`config.mk`:
```
export PLATFORM = sky130hd
export DESIGN_NAME = triggered_smoothstep_slew
export DESIGN_NICKNAME = d
export VERILOG_FILES = /design/src/hw/rtl/tss_pkg.sv /design/src/hw/rtl/triggered_smoothstep_slew.sv
export SDC_FILE = /design/constraint.sdc
export NUM_CORES = 2
export LEC_CHECK = 0
export BUFFER_PORTS_ARGS = -buffer_cell sky130_fd_sc_hd__buf_2
export CORE_MARGIN = 2
export CORE_UTILIZATION = 65
export CTS_CLUSTER_DIAMETER = 40
export DETAILED_ROUTE_END_ITERATION = 7
export GPL_TIMING_DRIVEN = 0
export PLACE_DENSITY = 0.9
export RECOVER_POWER = 50
export SYNTH_ARGS = -nofsm -noshare
export SYNTH_HDL_FRONTEND = slang
export SYNTH_SLANG_ARGS = --single-unit
export TNS_END_PERCENT = 30
```
`constraint.sdc`:
```
create_clock -name clk -period 27.5 [get_ports clk]
set_clock_uncertainty 0.05 [all_clocks]
set_input_delay 0 -clock clk [delete_from_list [all_inputs] [get_ports clk]]
set_output_delay 0 -clock clk [all_outputs]
set_load 0.02 [all_outputs]
```
`src/hw/rtl/tss_pkg.sv`:
```
// ============================================================================
// tss_pkg: shared types and constants of the triggered smoothstep slew
// Holds the fixed-point widths, the microcode word layout and the control
// store that sequences the single multiply and round datapath.
// ============================================================================
package tss_pkg;

	// Fixed-point widths and constants.
	localparam int PHASE_W     = 25;
	localparam int SAMPLE_W    = 16;
	localparam int SPAN_W      = 17;
	localparam int COEF_W      = 16;
	localparam int STEP_CFG_W  = 25;
	localparam int OPND_W      = 30;
	localparam int PROD_W      = 2 * OPND_W;
	localparam int FRAC_W      = 24;
	localparam int RND_W       = PROD_W - FRAC_W;
	localparam int VAL_W       = 23;
	localparam int CFG_INDEX_W = 1;
	localparam int CFG_DATA_W  = 25;

	localparam logic [PHASE_W-1:0] PHASE_ONE  = PHASE_W'(1) << FRAC_W;
	localparam logic [PROD_W-1:0]  HALF_LSB   = PROD_W'(1) << (FRAC_W - 1);
	localparam logic [COEF_W-1:0]  COEF_THREE = COEF_W'(24576);
	localparam logic [STEP_CFG_W-1:0] STEP_RESET = STEP_CFG_W'(350);

	// Configuration register indexes.
	localparam logic [CFG_INDEX_W-1:0] REG_PHASE_STEP = CFG_INDEX_W'(0);
	localparam logic [CFG_INDEX_W-1:0] REG_CURVE_COEF = CFG_INDEX_W'(1);

	// Program counter and the addresses that jumps land on.
	localparam int STEP_W = 5;
	localparam int UC_LEN = 18;
	localparam logic [STEP_W-1:0] UC_IDLE    = STEP_W'(0);
	localparam logic [STEP_W-1:0] UC_CUR_TGT = STEP_W'(7);
	localparam logic [STEP_W-1:0] UC_SET     = STEP_W'(8);
	localparam logic [STEP_W-1:0] UC_ADV     = STEP_W'(9);
	localparam logic [STEP_W-1:0] UC_NEW_TGT = STEP_W'(16);
	localparam logic [STEP_W-1:0] UC_EMIT    = STEP_W'(17);

	// Multiplier operand selection.
	typedef enum logic [1:0] {
		MUL_NONE = 2'd0,
		MUL_PP   = 2'd1,
		MUL_P2D  = 2'd2,
		MUL_ST   = 2'd3
	} mul_op_t;

	// Destination of the rounded product.
	typedef enum logic [1:0] {
		RND_NONE = 2'd0,
		RND_P2   = 2'd1,
		RND_T    = 2'd2,
		RND_V    = 2'd3
	} rnd_op_t;

	// Sequencing of the program counter.
	typedef enum logic [2:0] {
		JMP_NEXT   = 3'd0,
		JMP_ALWAYS = 3'd1,
		JMP_DONE   = 3'd2,
		JMP_INPUT  = 3'd3,
		JMP_OUTPUT = 3'd4
	} jmp_t;

	// One control word.
	typedef struct packed {
		mul_op_t           mul_op;
		rnd_op_t           rnd_op;
		logic              coef_three;
		logic              load_target;
		logic              set_glide;
		logic              advance;
		jmp_t              jmp;
		logic [STEP_W-1:0] jmp_to;
	} ucode_t;

	// Control store. The first half evaluates the current value with the
	// smoothstep coefficient on a trigger, the second half advances the
	// phase and evaluates the output with the configured coefficient.
	function automatic ucode_t uc_rom(input logic [STEP_W-1:0] step);
		ucode_t w;
		case (step)
			5'd0: w = '{MUL_NONE, RND_NONE, 1'b0, 1'b0, 1'b0, 1'b0, JMP_INPUT, UC_ADV};
			5'd1: w = '{MUL_PP, RND_NONE, 1'b0, 1'b0, 1'b0, 1'b0, JMP_DONE, UC_CUR_TGT};
			5'd2: w = '{MUL_NONE, RND_P2, 1'b1, 1'b0, 1'b0, 1'b0, JMP_NEXT, UC_IDLE};
			5'd3: w = '{MUL_P2D, RND_NONE, 1'b0, 1'b0, 1'b0, 1'b0, JMP_NEXT, UC_IDLE};
			5'd4: w = '{MUL_NONE, RND_T, 1'b0, 1'b0, 1'b0, 1'b0, JMP_NEXT, UC_IDLE};
			5'd5: w = '{MUL_ST, RND_NONE, 1'b0, 1'b0, 1'b0, 1'b0, JMP_NEXT, UC_IDLE};
			5'd6: w = '{MUL_NONE, RND_V, 1'b0, 1'b0, 1'b0, 1'b0, JMP_ALWAYS, UC_SET};
			5'd7: w = '{MUL_NONE, RND_NONE, 1'b0, 1'b1, 1'b0, 1'b0, JMP_NEXT, UC_IDLE};
			5'd8: w = '{MUL_NONE, RND_NONE, 1'b0, 1'b0, 1'b1, 1'b0, JMP_NEXT, UC_IDLE};
			5'd9: w = '{MUL_NONE, RND_NONE, 1'b0, 1'b0, 1'b0, 1'b1, JMP_DONE, UC_NEW_TGT};
			5'd10: w = '{MUL_PP, RND_NONE, 1'b0, 1'b0, 1'b0, 1'b0, JMP_NEXT, UC_IDLE};
			5'd11: w = '{MUL_NONE, RND_P2, 1'b0, 1'b0, 1'b0, 1'b0, JMP_NEXT, UC_IDLE};
			5'd12: w = '{MUL_P2D, RND_NONE, 1'b0, 1'b0, 1'b0, 1'b0, JMP_NEXT, UC_IDLE};
			5'd13: w = '{MUL_NONE, RND_T, 1'b0, 1'b0, 1'b0, 1'b0, JMP_NEXT, UC_IDLE};
			5'd14: w = '{MUL_ST, RND_NONE, 1'b0, 1'b0, 1'b0, 1'b0, JMP_NEXT, UC_IDLE};
			5'd15: w = '{MUL_NONE, RND_V, 1'b0, 1'b0, 1'b0, 1'b0, JMP_ALWAYS, UC_EMIT};
			5'd16: w = '{MUL_NONE, RND_NONE, 1'b0, 1'b1, 1'b0, 1'b0, JMP_NEXT, UC_IDLE};
			5'd17: w = '{MUL_NONE, RND_NONE, 1'b0, 1'b0, 1'b0, 1'b0, JMP_OUTPUT, UC_IDLE};
			default: w = '{MUL_NONE, RND_NONE, 1'b0, 1'b0, 1'b0, 1'b0, JMP_ALWAYS, UC_IDLE};
		endcase
		return w;
	endfunction

endpackage

```
`src/hw/rtl/triggered_smoothstep_slew.sv`:
```
// ============================================================================
// triggered_smoothstep_slew: cubic glide from a frozen start to a new target
// A microcoded sequencer steps one shared multiplier and one rounding stage
// through the fixed-point evaluation of start + span * p*p*(c - 2p).
// ============================================================================

// Each accepted beat is one sample tick and yields exactly one output beat.
// A beat without trigger takes a longer path from acceptance to the output
// register while a glide is in progress than once the phase has reached
// one; a triggered beat takes longer still, the longer way when the current
// value must itself be interpolated before the new glide starts.
// The path is set by the microcode program, which runs every multiply and
// every rounding through the single 30 by 30 bit multiplier and the rounding
// stage behind it, one operation per cycle. A new input beat is taken as soon
// as the result of the previous one has moved to the output register, even
// while that result still waits to be taken.
module triggered_smoothstep_slew (
	input  logic                             clk,
	input  logic                             arst_n,
	input  logic                             cfg_write,
	input  logic [tss_pkg::CFG_INDEX_W-1:0]  cfg_index,
	input  logic [tss_pkg::CFG_DATA_W-1:0]   cfg_data,
	input  logic                             in_valid,
	output logic                             in_ready,
	input  logic [tss_pkg::SAMPLE_W-1:0]     new_sample,
	input  logic                             trigger,
	output logic                             out_valid,
	input  logic                             out_ready,
	output logic [tss_pkg::SAMPLE_W-1:0]     smoothed_value
);
	import tss_pkg::*;

	// Configuration registers.
	logic [STEP_CFG_W-1:0] phase_step_q;
	logic [COEF_W-1:0]     curve_coef_q;

	// Architectural state.
	logic [PHASE_W-1:0]        phase_q;
	logic [SAMPLE_W-1:0]       start_q;
	logic [SAMPLE_W-1:0]       target_q;
	logic signed [SPAN_W-1:0]  span_q;

	// Sequencer and datapath registers.
	logic [STEP_W-1:0]         step_q;
	logic [STEP_W-1:0]         step_next;
	logic [SAMPLE_W-1:0]       sample_q;
	logic signed [PROD_W-1:0]  prod_q;
	logic [PHASE_W-1:0]        p2_q;
	logic signed [OPND_W-1:0]  d_q;
	logic signed [OPND_W-1:0]  t_q;
	logic [SAMPLE_W-1:0]       val_q;
	logic                      out_valid_q;
	logic [SAMPLE_W-1:0]       smoothed_value_q;

	// Combinational signals.
	ucode_t                    uc;
	logic                      phase_done;
	logic                      out_free;
	logic signed [OPND_W-1:0]  op_a;
	logic signed [OPND_W-1:0]  op_b;
	logic [COEF_W-1:0]         coef_sel;
	logic signed [OPND_W-1:0]  d_next;
	logic [PHASE_W-1:0]        step_eff;
	logic [PHASE_W:0]          phase_sum;
	logic [PHASE_W-1:0]        phase_adv;
	logic [PROD_W-1:0]         prod_mag;
	logic [PROD_W-1:0]         prod_rsum;
	logic signed [RND_W-1:0]   rnd_mag;
	logic signed [RND_W-1:0]   rnd;
	logic signed [VAL_W-1:0]   val_sum;
	logic [SAMPLE_W-1:0]       val_sat;
	logic signed [SPAN_W-1:0]  span_next;

	// Control word decode and handshake.
	always_comb begin
		uc         = uc_rom(step_q);
		phase_done = (phase_q >= PHASE_ONE);
		out_free   = !out_valid_q || out_ready;
		in_ready   = (uc.jmp == JMP_INPUT);
	end

	// Program counter sequencing.
	always_comb begin
		case (uc.jmp)
			JMP_NEXT:   step_next = step_q + STEP_W'(1);
			JMP_ALWAYS: step_next = uc.jmp_to;
			JMP_DONE:   step_next = phase_done ? uc.jmp_to : step_q + STEP_W'(1);
			JMP_INPUT: begin
				if (!in_valid)
					step_next = step_q;
				else if (trigger)
					step_next = step_q + STEP_W'(1);
				else
					step_next = uc.jmp_to;
			end
			JMP_OUTPUT: step_next = out_free ? uc.jmp_to : step_q;
			default:    step_next = UC_IDLE;
		endcase
	end

	// Multiplier operand selection.
	always_comb begin
		case (uc.mul_op)
			MUL_PP: begin
				op_a = $signed({{(OPND_W-PHASE_W){1'b0}}, phase_q});
				op_b = $signed({{(OPND_W-PHASE_W){1'b0}}, phase_q});
			end
			MUL_P2D: begin
				op_a = $signed({{(OPND_W-PHASE_W){1'b0}}, p2_q});
				op_b = d_q;
			end
			MUL_ST: begin
				op_a = {{(OPND_W-SPAN_W){span_q[SPAN_W-1]}}, span_q};
				op_b = t_q;
			end
			default: begin
				op_a = '0;
				op_b = '0;
			end
		endcase
	end

	// Cubic term offset c * 2^11 - 2p, formed ahead of its multiply.
	always_comb begin
		coef_sel = uc.coef_three ? COEF_THREE : curve_coef_q;
		d_next   = $signed({3'b000, coef_sel, 11'b0})
			- $signed({4'b0000, phase_q, 1'b0});
	end

	// Round the product to nearest at 2^-24, halves away from zero.
	always_comb begin
		prod_mag  = prod_q[PROD_W-1] ? PROD_W'(-prod_q) : PROD_W'(prod_q);
		prod_rsum = prod_mag + HALF_LSB;
		rnd_mag   = $signed(prod_rsum[PROD_W-1:FRAC_W]);
		rnd       = prod_q[PROD_W-1] ? -rnd_mag : rnd_mag;
	end

	// Add the scaled span to the start point and saturate to 16 bits.
	always_comb begin
		val_sum = $signed({{(VAL_W-SAMPLE_W){1'b0}}, start_q}) + rnd[VAL_W-1:0];
		if (val_sum < 0)
			val_sat = '0;
		else if (val_sum > $signed({{(VAL_W-SAMPLE_W){1'b0}}, {SAMPLE_W{1'b1}}}))
			val_sat = '1;
		else
			val_sat = val_sum[SAMPLE_W-1:0];
	end

	// Phase advance, with the step and the result both clamped at one.
	always_comb begin
		step_eff  = (phase_step_q > PHASE_ONE) ? PHASE_ONE : phase_step_q;
		phase_sum = {1'b0, phase_q} + {1'b0, step_eff};
		phase_adv = (phase_sum > {1'b0, PHASE_ONE}) ? PHASE_ONE : phase_sum[PHASE_W-1:0];
		span_next = $signed({1'b0, sample_q}) - $signed({1'b0, val_q});
	end

	// Control state, configuration and glide state.
	always_ff @(posedge clk or negedge arst_n) begin
		if (!arst_n) begin
			step_q       <= UC_IDLE;
			out_valid_q  <= 1'b0;
			phase_step_q <= STEP_RESET;
			curve_coef_q <= COEF_THREE;
			phase_q      <= PHASE_ONE;
			start_q      <= '0;
			target_q     <= '0;
			span_q       <= '0;
		end else begin
			step_q <= step_next;
			if (cfg_write) begin
				case (cfg_index)
					REG_PHASE_STEP: phase_step_q <= cfg_data[STEP_CFG_W-1:0];
					REG_CURVE_COEF: curve_coef_q <= cfg_data[COEF_W-1:0];
					default: ;
				endcase
			end
			if (uc.jmp == JMP_OUTPUT && out_free)
				out_valid_q <= 1'b1;
			else if (out_ready)
				out_valid_q <= 1'b0;
			if (uc.set_glide) begin
				start_q  <= val_q;
				target_q <= sample_q;
				span_q   <= span_next;
				phase_q  <= '0;
			end else if (uc.advance && !phase_done) begin
				phase_q <= phase_adv;
			end
		end
	end

	// Datapath payload registers.
	always_ff @(posedge clk) begin
		if (in_valid && in_ready)
			sample_q <= new_sample;
		if (uc.mul_op != MUL_NONE)
			prod_q <= op_a * op_b;
		case (uc.rnd_op)
			RND_P2: begin
				p2_q <= rnd[PHASE_W-1:0];
				d_q  <= d_next;
			end
			RND_T:  t_q   <= rnd[OPND_W-1:0];
			RND_V:  val_q <= val_sat;
			default: ;
		endcase
		if (uc.load_target)
			val_q <= target_q;
		if (uc.jmp == JMP_OUTPUT && out_free)
			smoothed_value_q <= val_q;
	end

	assign out_valid      = out_valid_q;
	assign smoothed_value = smoothed_value_q;

	// The phase never passes one.
	assert property (@(posedge clk) disable iff (!arst_n) phase_q <= PHASE_ONE)
		else $error("phase passed one");

	// The program counter stays inside the control store.
	assert property (@(posedge clk) disable iff (!arst_n) step_q < STEP_W'(UC_LEN))
		else $error("program counter outside the control store");

	// An accepted beat is not followed by another until its result is made.
	assert property (@(posedge clk) disable iff (!arst_n)
		(in_valid && in_ready) |=> !in_ready)
		else $error("input accepted twice in a row");

	// A result appears only from the emit step.
	assert property (@(posedge clk) disable iff (!arst_n)
		$rose(out_valid) |-> $past(step_q) == UC_EMIT)
		else $error("output raised outside the emit step");

endmodule
```
==> out/results.ini <==
[place]
dp_hpwl_um=146000
io_buffer_count=65
globalplace.congestion=1.06

[grt]
grtUsageTotal_pct=51.7
grt_pass1_wl_um=276000
grt_max_degree=76
grt_pass1_vias=42600
grt-ovfl-total=0
antenna_found_initial=13

[logic_synthesis]
synth_cells=5034
synthArstFlopShare_pct=39.5
synth_edf_count=185
synthAdderAreaFrac_pct=43.7
synth_mux_area_share_pct=2.06
synth_ff_type=edfxtp_1
seq_area_frac_synth_pct=18.2
avgSynthCellArea_um2=9.36
ys_warn_count=0
syn_nets=6205
synth_compound_area_share_pct=8.80
syn_area_um2=47100
synth-simple-area-share_pct=14.3
synth_top_family_by_area=adder cells
synth_xor_area_share_pct=3.53
synth-seq-cells=306
synth.distinct_cells=102

[clock_network]
cts_resized=0
clk_pin_slew_ns=0.07
clkLatencyLatePin_ns=0.57
numCtsBuffers=36
cts_sinks=306
htree_num_levels=2
root_buffer=clkbuf_16
post-cts-setup-buffer-count=0
cts_buffer_depth=3
cts_tree=done

[critical_path]
critPathKind=register to register
slowest_delay_ns=1.11
crit_slowest_cell=o21ai_1
crit_arrival_ns=15.28
crit_required_ns=27.71
setup.worst_path.end_class=register
start_kind=register
crit_fanout=10
cpMostUsedCell=fa_1

[hold_path]
hold_path.class=input port to register

[timing]
setup_viol=0
fmax_mhz=66.4
hold_viol_final=0
fin_crit_sh_pct=54.8
period_needed_ns=15.07
finalMaxSlewViolations=253
worst_pin_slew_ns=4.37
tns_ns=0
max-slew-margin-rel_pct=-191
rsz0062_at_grt=false

[floorplanning]
io_pins=66
initial_utilization_pct=65.8
die_x_um=273
core_um2=71600
die_area_um2=74700
die_h_um=273
row_count=98

[layout]
nFillCells=5131
nNetsFinal=6374
area_delta_synth_final_pct=7.31
drive_above_1_share_pct=4.68

[run_status]
violations=design-rule violations, max-capacitance violations, max-slew violations
run_status=finished, violations left

[route]
drc=4
drt-total-wl_um=189000
drt_first_pass_iters=8
ant_nets=0
wl_per_cell_um=30.6
viasPerCell=6.59
drtIter0Drc=5458
num_vias=40800

[job]
maxCapViolCount=14

[path summary, 6_finish.rpt]
check | from | to | slack (ns) | depth (start not counted)
worst max-delay path | step_q[0] | prod_q[59] | 12.43 | 38
worst min-delay path | cfg_write | curve_coef_q[4] | 0.04 | 3
worst max register to register | step_q[0] | prod_q[59] | 12.43 | 38
worst min register to register | val_q[14] | smoothed_value[14] | 0.41 | 0
max in group asynchronous | arst_n | span_q[11] | 22.26 | 4
min in group asynchronous | arst_n | curve_coef_q[13] | 0.90 | 3
[timing repair]
item                       in CTS  in global routing
setup endpoints to repair       0                  0
hold endpoints to repair      182                  0
hold buffers                   50                  0
[synthesized netlist by cell type, types with 6 or more instances]
master	instances	share of area [%]
a211o_1	6	0.11
a211oi_1	16	0.25
a21boi_0	8	0.13
a21o_1	57	0.91
a21oi_1	158	1.7
a31oi_1	23	0.31
and2_1	41	0.54
and3_1	29	0.38
buf_1	10	0.080
clkbuf_1	178	1.4
dfrtp_1	112	5.9
dfstp_2	9	0.50
edfxtp_1	185	12
fa_1	872	37
ha_1	251	6.7
inv_1	978	7.8
mux2_2	43	1.0
mux2i_1	47	1.0
nand2_1	641	5.1
nand2b_1	28	0.37
nand3_1	37	0.39
nand3b_1	6	0.096
nand4_1	20	0.27
nor2_1	509	4.1
nor2b_1	50	0.66
nor3_1	51	0.54
nor3b_1	13	0.21
nor4_1	23	0.31
o211a_1	8	0.17
o211ai_1	9	0.14
o21a_1	58	0.92
o21ai_0	146	1.6
o21ai_1	20	0.21
o21bai_1	19	0.30
o221a_1	16	0.38
o22ai_1	7	0.093
o31a_1	7	0.13
o31ai_1	22	0.35
or2_2	14	0.19
or3_1	21	0.28
xnor2_1	118	2.2
xor2_1	56	1.0
[per-layer routing]
| layer | vias to the layer above | track usage (%) | part of all wire (%) |
|---|---|---|---|
| met3 | 1163 | 16.8 | 13 |
| met2 | 3529 | 76.2 | 42 |
| met4 | 8 | 40.3 | 10 |
| met1 | 20000 | 63.1 | 34 |
| met5 | - | 0 | 0.029 |
| li1 | 16100 | - | - |
[final cells by class]
class / instances / area (um^2) / area share (%)
flip-flops and latches: 306 / 8590 / 17.0
inverters: 979 / 3670 / 7.27
multi-input cells: 3552 / 34100 / 67.5
repair buffers: 131 / 952 / 1.88
clock buffers: 42 / 955 / 1.89
clock inverters: 24 / 287 / 0.566
well taps: 950 / 1190 / 2.35
diodes: 6 / 15.0 / 0.0297
plain buffers: 197 / 773 / 1.53
[flip-flops by register name (all words and copies together) (netlist names)]
register	count
smoothed_value	16
start_q	16
out_valid	1
val_q	16
p2_q	25
target_q	16
t_q	30
phase_q	25
phase_step_q	25
prod_q	55
span_q	17
d_q	27
sample_q	16
step_q	5
curve_coef_q	16
[cells by family after synthesis]
| logic type | Yosys count |
|---|---|
| flops | 306 |
| compound gates | 634 |
| mux | 91 |
| fa+ha+maj | 1123 |
| xor+xnor | 181 |
| simple gates | 1523 |
| buf+inv | 1176 |
[worst max-delay path: cells and delay by family (launching register included)]
kind / cells / cell delay [ns]
adders and majority gates: 10 / 4.96
AOI/OAI and AO/OA: 11 / 4.49
buffers and inverters: 8 / 2.24
and+or+nand+nor: 7 / 1.56
xor gates and xnor gates: 1 / 0.62
DFF: 1 / 0.50
muxes: 1 / 0.32
[stage by stage]
stage / setup slack, ns / instance area, um^2 / std cells / hold slack, ns / utilization (%)
after global placement: 11.55 / 48700 / 6049 / 0.126 / 67.9
final: 12.43 / 50600 / 6187 / 0.0392 / 70.6
after floorplan: 16.17 / 47100 / 5034 / -0.346 / -
after detailed placement: 13.25 / 48900 / 6065 / -0.0941 / 68.3
after CTS: 13.17 / 50700 / 6181 / 0.00214 / 70.8
after global routing: 12.30 / 50600 / 6181 / 0.0495 / 70.6
[cells in the final DEF, fill, tap and decap left out, drive strengths merged, types with 8 or more instances in the layout]
cell	n
nand3	38
a21o	57
nand2	642
mux2i	47
clkinv	8
o31ai	24
a31oi	24
a21boi	9
nor2b	50
nor3b	13
a21oi	159
o211ai	10
mux2	44
dlygate4sd3	49
or3	22
edfxtp	185
clkbuf	245
o221a	16
or2	17
o21ai	166
o21a	58
o21bai	19
o211a	9
inv	989
dfstp	9
ha	251
and2	42
nand4	20
nor2	509
nand2b	28
xor2	57
dfrtp	112
fa	872
xnor2	122
nor4	27
and3	30
a211oi	16
nor3	53
buf	75
Power is left out: the tool's default activity adds up to more than one toggle a clock period on the data nets, which glitch-free logic cannot reach.
